==> src/hdl/lpn_pkg.sv <==
// ----------------------------------------------------------------------------
// lpn_pkg
// types, constants and the arctangent table of the line-of-sight guidance core
// ----------------------------------------------------------------------------
package lpn_pkg;

   localparam int ANGLE_BITS = 16;
   localparam int PIXEL_BITS = 12;
   localparam int CORDIC_W   = 34;
   localparam int TRIG_W     = 18;
   localparam int TAB_BITS   = 5;
   localparam int MUL_A_W    = 36;
   localparam int MUL_B_W    = 18;
   localparam int MUL_P_W    = MUL_A_W + MUL_B_W;
   localparam int MAT_W      = 35;
   localparam int NVEC_W     = 50;

   // register indexes of the configuration port
   localparam logic [1:0] CSR_NAV_GAIN     = 2'd0;
   localparam logic [1:0] CSR_FOCAL_PIXELS = 2'd1;
   localparam logic [1:0] CSR_INVERSE_STEP = 2'd2;

   typedef struct packed {
      logic signed [PIXEL_BITS-1:0] pixel_err_x;
      logic signed [PIXEL_BITS-1:0] pixel_err_y;
      logic signed [15:0]           quat_w;
      logic signed [15:0]           quat_x;
      logic signed [15:0]           quat_y;
      logic signed [15:0]           quat_z;
   } lpn_req_type;

   typedef struct packed {
      logic signed [31:0] rate_azimuth;
      logic signed [31:0] rate_elevation;
      logic signed [15:0] los_azimuth;
      logic signed [15:0] los_elevation;
      logic signed [15:0] lead_azimuth;
      logic signed [15:0] lead_elevation;
      logic signed [15:0] dir_east;
      logic signed [15:0] dir_north;
      logic signed [15:0] dir_up;
      logic               priming;
   } lpn_rsp_type;

   typedef enum logic [3:0] {
      ST_IDLE,
      ST_QUAT,
      ST_MATRIX,
      ST_NORM,
      ST_AZIM,
      ST_HORIZ,
      ST_ELEV,
      ST_LEAD,
      ST_TRIG_AZ,
      ST_TRIG_EL,
      ST_DIR,
      ST_OUT
   } lpn_state_type;

   typedef struct packed {
      logic start;
      logic rotate;
   } lpn_cordic_cmd_type;

   // atan(2^-i) as a 32 bit binary angle
   function automatic logic [31:0] atan_entry(input logic [TAB_BITS-1:0] idx);
      logic [31:0] r;
      case (idx)
         5'd0:  r = 32'h20000000;
         5'd1:  r = 32'h12E4051E;
         5'd2:  r = 32'h09FB385B;
         5'd3:  r = 32'h051111D4;
         5'd4:  r = 32'h028B0D43;
         5'd5:  r = 32'h0145D7E1;
         5'd6:  r = 32'h00A2F61E;
         5'd7:  r = 32'h00517C55;
         5'd8:  r = 32'h0028BE53;
         5'd9:  r = 32'h00145F2F;
         5'd10: r = 32'h000A2F98;
         5'd11: r = 32'h000517CC;
         5'd12: r = 32'h00028BE6;
         5'd13: r = 32'h000145F3;
         5'd14: r = 32'h0000A2FA;
         5'd15: r = 32'h0000517D;
         5'd16: r = 32'h000028BE;
         5'd17: r = 32'h0000145F;
         5'd18: r = 32'h00000A30;
         5'd19: r = 32'h00000518;
         5'd20: r = 32'h0000028C;
         5'd21: r = 32'h00000146;
         5'd22: r = 32'h000000A3;
         5'd23: r = 32'h00000051;
         default: r = 32'h00000000;
      endcase
      return r;
   endfunction

endpackage

==> src/hdl/lpn_mul.sv <==
// ----------------------------------------------------------------------------
// lpn_mul
// shared signed multiplier with a registered product
// ----------------------------------------------------------------------------
module lpn_mul import lpn_pkg::*; (
   input  logic                      clock,
   input  logic signed [MUL_A_W-1:0] op_a,
   input  logic signed [MUL_B_W-1:0] op_b,
   output logic signed [MUL_P_W-1:0] product
);

   logic signed [MUL_P_W-1:0] prod_ff;
   logic signed [MUL_P_W-1:0] prod_in;

   // full-width signed product
   assign prod_in = MUL_P_W'(op_a) * MUL_P_W'(op_b);

   always_ff @(posedge clock) begin
      prod_ff <= prod_in;
   end

   assign product = prod_ff;

endmodule

==> config.mk <==
export PLATFORM = sky130hd
export DESIGN_NAME = lpn_mul
export DESIGN_NICKNAME = d
export VERILOG_FILES = /design/src/hdl/lpn_pkg.sv /design/src/hdl/lpn_mul.sv
export SDC_FILE = /design/constraint.sdc
export NUM_CORES = 2
export LEC_CHECK = 0
export BUFFER_PORTS_ARGS = -buffer_cell sky130_fd_sc_hd__buf_2
export CORE_ASPECT_RATIO = 1.2
export CORE_MARGIN = 3
export CORE_UTILIZATION = 50
export DETAILED_ROUTE_END_ITERATION = 12
export PLACE_DENSITY = 0.72
export SLEW_MARGIN = 20
export SYNTH_ARGS = -nofsm -noshare
export SYNTH_HDL_FRONTEND = slang
export SYNTH_SLANG_ARGS = --single-unit
==> constraint.sdc <==
create_clock -name clock -period 6.05 [get_ports clock]
set_input_delay 0.3025 -clock clock [delete_from_list [all_inputs] [get_ports clock]]
set_output_delay 0.3025 -clock clock [all_outputs]
set_load 0.02 [all_outputs]
==> After elaboration in Yosys (flattened, before gate mapping) <==
Index checks and enable logic that the tools add are counted.
{ "totals": {"ff_bits": 54, "in_bits": 55, "output_inout_bits": 54, "elab_cells": 2} }
{ "classes": {"multipliers": 1} }
{ "ops": {"columns": ["operator", "count"], "rows": [
  ["$mul 36x18->54", 1]
]} }

==> Longest topological paths before layout <==
{ "logic_depth": {"depth_word": 1, "depth_mapped": 25, "depth_no_buf": 23} }

==> Least setup slack after synthesis <==
No wires, ideal clock.
{ "synth_timing": {"path_kind": "input to register", "from": "in op_b[0]", "to": "reg prod_ff[50], in the netlist product[50]", "required_time_ps": 5963, "setup_slack_ps": -38, "t_arrival_ps": 6001, "path_stages": 21, "n_path_buf": 2, "setup_ps": 87, "cell_sequence": "clkbuf_1 -> clkbuf_1 -> and2_1 -> fa_1 -> fa_1 -> ha_1 -> inv_1 -> fa_1 -> inv_1 -> fa_1 -> inv_1 -> fa_1 -> inv_1 -> ha_1 -> a21o_1 -> a21o_1 -> a21o_1 -> a21oi_1 -> o21ai_2 -> mux2_2 -> nor4b_4"} }
{ "synth_via": {"elab_chain_cells": 1} }
{ "synth_lines": {"columns": ["item", "line_no", "rtl"], "rows": [
  ["start: declaration", "lpn_mul.sv:8", "input logic signed [MUL_B_W-1:0] op_b,"],
  ["$mul 36x18->54", "lpn_mul.sv:16", "assign prod_in = MUL_P_W'(op_a) * MUL_P_W'(op_b);"],
  ["named net prod_in[50]", "lpn_mul.sv:13", "logic signed [MUL_P_W-1:0] prod_in;"],
  ["end signal: assignment", "lpn_mul.sv:19", "prod_ff <= prod_in;"],
  ["end: declaration", "lpn_mul.sv:12", "logic signed [MUL_P_W-1:0] prod_ff;"]
]} }
The timed path passes the listed nets, and every way through them passes these cells.

==> Final worst setup path <==
{ "layout_timing": {"from": "in op_a[13]", "to": "reg prod_ff[50], in the netlist product[50]"} }
{ "layout_via": {"elab_chain_cells": 1} }
{ "layout_lines": {"columns": ["item", "line_no", "rtl"], "rows": [
  ["start: declaration", "lpn_mul.sv:7", "input logic signed [MUL_A_W-1:0] op_a,"],
  ["$mul 36x18->54", "lpn_mul.sv:16", null],
  ["named net prod_in[50]", "lpn_mul.sv:13", null]
]} }
The timed path passes the listed nets, and every way through them passes these cells.

==> results.cfg <==
[min_path]
min_path_type = in2reg
hold_start = op_b[0]
hold_path_depth = 2
min_to = product[0]

[global_routing]
grt_usage_pct = 26.7
antenna_found_initial = 0
grt_pass1_vias = 20800
grt_max_degree = 26
grt_overflow = 0
grt_pass1_wl_um = 104000

[synth]
synth_nets = 3402
syn_avg_cell_area_um2 = 8.99
syn_inst = 2601
yosys-top-cells-area = fa_1 (53%), inv_1 (11%), and2_1 (6.9%), ha_1 (6.9%), nand2_1 (6.2%)
synth-warning-count = 0
ys.flop_type = dfxtp_1
synthesis.area_um2 = 23400
ys_seq_area_share_pct = 4.63
synth_area_leader_cell = fa_1
synth_edf_count = 0
ys_types = 57
synth.top_cell.area_share_pct = 52.8
synth_seq_cells = 54
async_flop_share_pct = 0

[routing]
wl_um = 62200
drc_errors = 0
via_count = 18100
drt_iter0_markers = 980
via_per_inst = 5.15
detail_route.wl_per_cell_um = 17.8
dr.pass1.iters = 6
ant_nets = 0

[run]
maxCapViolations = 0

[timing]
period_needed_ps = 5900
fmax_mhz = 170
worst_pin_slew_ps = 446
setup_viol = 0
layout_worst_path_cycle_share_pct = 97.4
final-hold-violation-count = 0
maxSlewHeadroom_pct = 70.0
slew_violations = 0

[finish]
drive_gt1_share_pct = 15.5
syn2layout_area_growth_pct = 15.5
final_cells = 3502
utilization_pct = 58.6
largest_reg_flops = 54
nets = 3686
diodes = 0

[critical_path]
critical_path.cell_chain = buf_2, buf_4, nand2_1, fa_1, fa_1, fa_1, inv_1, fa_1, fa_1, inv_1, fa_1, inv_1, ha_1, a21oi_1, o21bai_1, a211o_1, o21ai_2, buf_4, a2111oi_4, or3b_4, a211oi_4, nor4b_4
slowest_stage = fa_1
path_class = in2reg
worstPathArrival_ps = 6130
slowest_delay_ps = 540
cpMostUsedCell = fa_1
startpoint_type = input port
crit_fanout = 11
setup.worst_path.end_class = flop
required_ps = 6290

[run_status]
outcome = completed

[clock_network]
cts_root_buffer = clkbuf_16
clk_path_buf_depth = 2
htree_num_levels = 2
cts_tree = yes
clkSinkCount = 54
cts-buffers-inserted = 5
path_clk_slew_ps = 90

[die]
fp.dieH_um = 243
num_rows = 86
die_area_um2 = 49400
core_um2 = 46100
initial_core_util_pct = 50.8
die_w_um = 203
ioPinCount = 109

[placement]
detailed_place_hpwl_um = 54200
port_buffers = 108
dp.cells = 3492
gp_congestion = 0.952
==> layout by cell type, fill, tap and decap left out, types with 3 or more instances in the layout <==
master / n
a211o_1: 4
a211oi_1: 10
a21o_1: 26
a21oi_1: 40
a21oi_2: 3
a31oi_1: 4
and2_1: 258
and3_1: 5
buf_12: 17
buf_2: 88
buf_4: 285
buf_6: 4
clkbuf_16: 5
clkbuf_4: 11
dfxtp_1: 54
fa_1: 615
ha_1: 127
inv_1: 693
nand2_1: 385
nand2b_1: 12
nand3_1: 12
nand4_1: 10
nor2_1: 61
nor2b_1: 7
nor3_1: 5
o211ai_1: 4
o21a_1: 5
o21ai_0: 19
o21ai_1: 5
o21ai_2: 3
o21bai_1: 7
xnor2_1: 40
xor2_1: 11
==> worst max-delay path: cells and delay by family <==
kind	cells	cell delay (ps)
adder cells (fa/ha/maj)	7	3300
AO/OA/AOI/OAI	6	1150
buffers and inverters	6	810
AND/OR/NAND/NOR	3	570
==> Yosys cell counts (all sizes together) (2+ instances only) <==
cell type    n
ha         129
a211oi      13
inv        693
nor2b        8
o21bai       7
a21o        26
a311oi       3
fa         617
nand2      386
nand2b      12
or3b         3
a31oi        4
and3         5
nor4b        2
a211o        5
clkbuf     126
a221oi       2
dfxtp       54
a41oi        2
and2       258
o211ai       4
buf          3
and4         3
nand3       13
o21a         5
nor2        61
nand4       10
or3          2
xnor2       40
xor2        11
nor3         6
o21ai       27
a21oi       44
==> cell families (layout without fill, tap and decap cells) <==
family,Yosys count,count (layout),synth area share (%)
xor+xnor,51,51,1.91
buf+inv,822,1107,13.2
flops,54,54,4.63
mux,1,1,0.0482
fa+ha+maj,746,746,59.8
simple gates,773,773,16.0
compound gates,154,154,4.44
==> final cells by class <==
class | instances | area, um^2
Clock inverter | 3 | 28.8
Tap cell | 616 | 771
Fill cell | 3998 | 19000
Sequential cell | 54 | 1080
Timing Repair Buffer | 406 | 3060
Inverter | 693 | 2600
Clock buffer | 5 | 125
Multi-Input combinational cell | 1725 | 19300
==> worst max-delay path by stage <==
stage,from,end
after floorplan,op_b[3],product[50]
after global placement,op_b[3],product[53]
after detailed placement,op_b[3],product[53]
after CTS,op_b[7],product[53]
after global routing,op_b[7],product[45]
final,op_a[13],product[50]
==> repair_timing <==
| item | 4_1_cts | 5_1_grt |
|---|---|---|
| hold buffers | 0 | 0 |
| resized for setup | 5 | 54 |
| setup endpoints to repair | 8 | 23 |
| setup buffers | 0 | 2 |
| pin swaps | 0 | 5 |
==> through the flow <==
step / setup WS [ps] / instance area (um^2) / hold WS [ps] / TNS [ps]
floorplan: 22.6 / 23400 / 430 / 0
global placement: -405 / 26600 / 720 / -5420
detailed placement: -545 / 26600 / 720 / -8060
CTS: -0.488 / 26800 / 448 / -0.488
global route: -13.3 / 27000 / 392 / -13.3
finish: 155 / 27000 / 383 / 0
==> per-layer routing <==
layer / track usage, % / vias up / share of wire [%]
li1: - / 7992 / -
met1: 30.3 / 9181 / 35
met2: 49.1 / 639 / 53
met3: 3.94 / 239 / 6.1
met4: 12.9 / 0 / 6.0
met5: 0 / - / 0
Power is not shown: default switching activity piles up to over one toggle a cycle in this logic, so the estimate is an artifact.
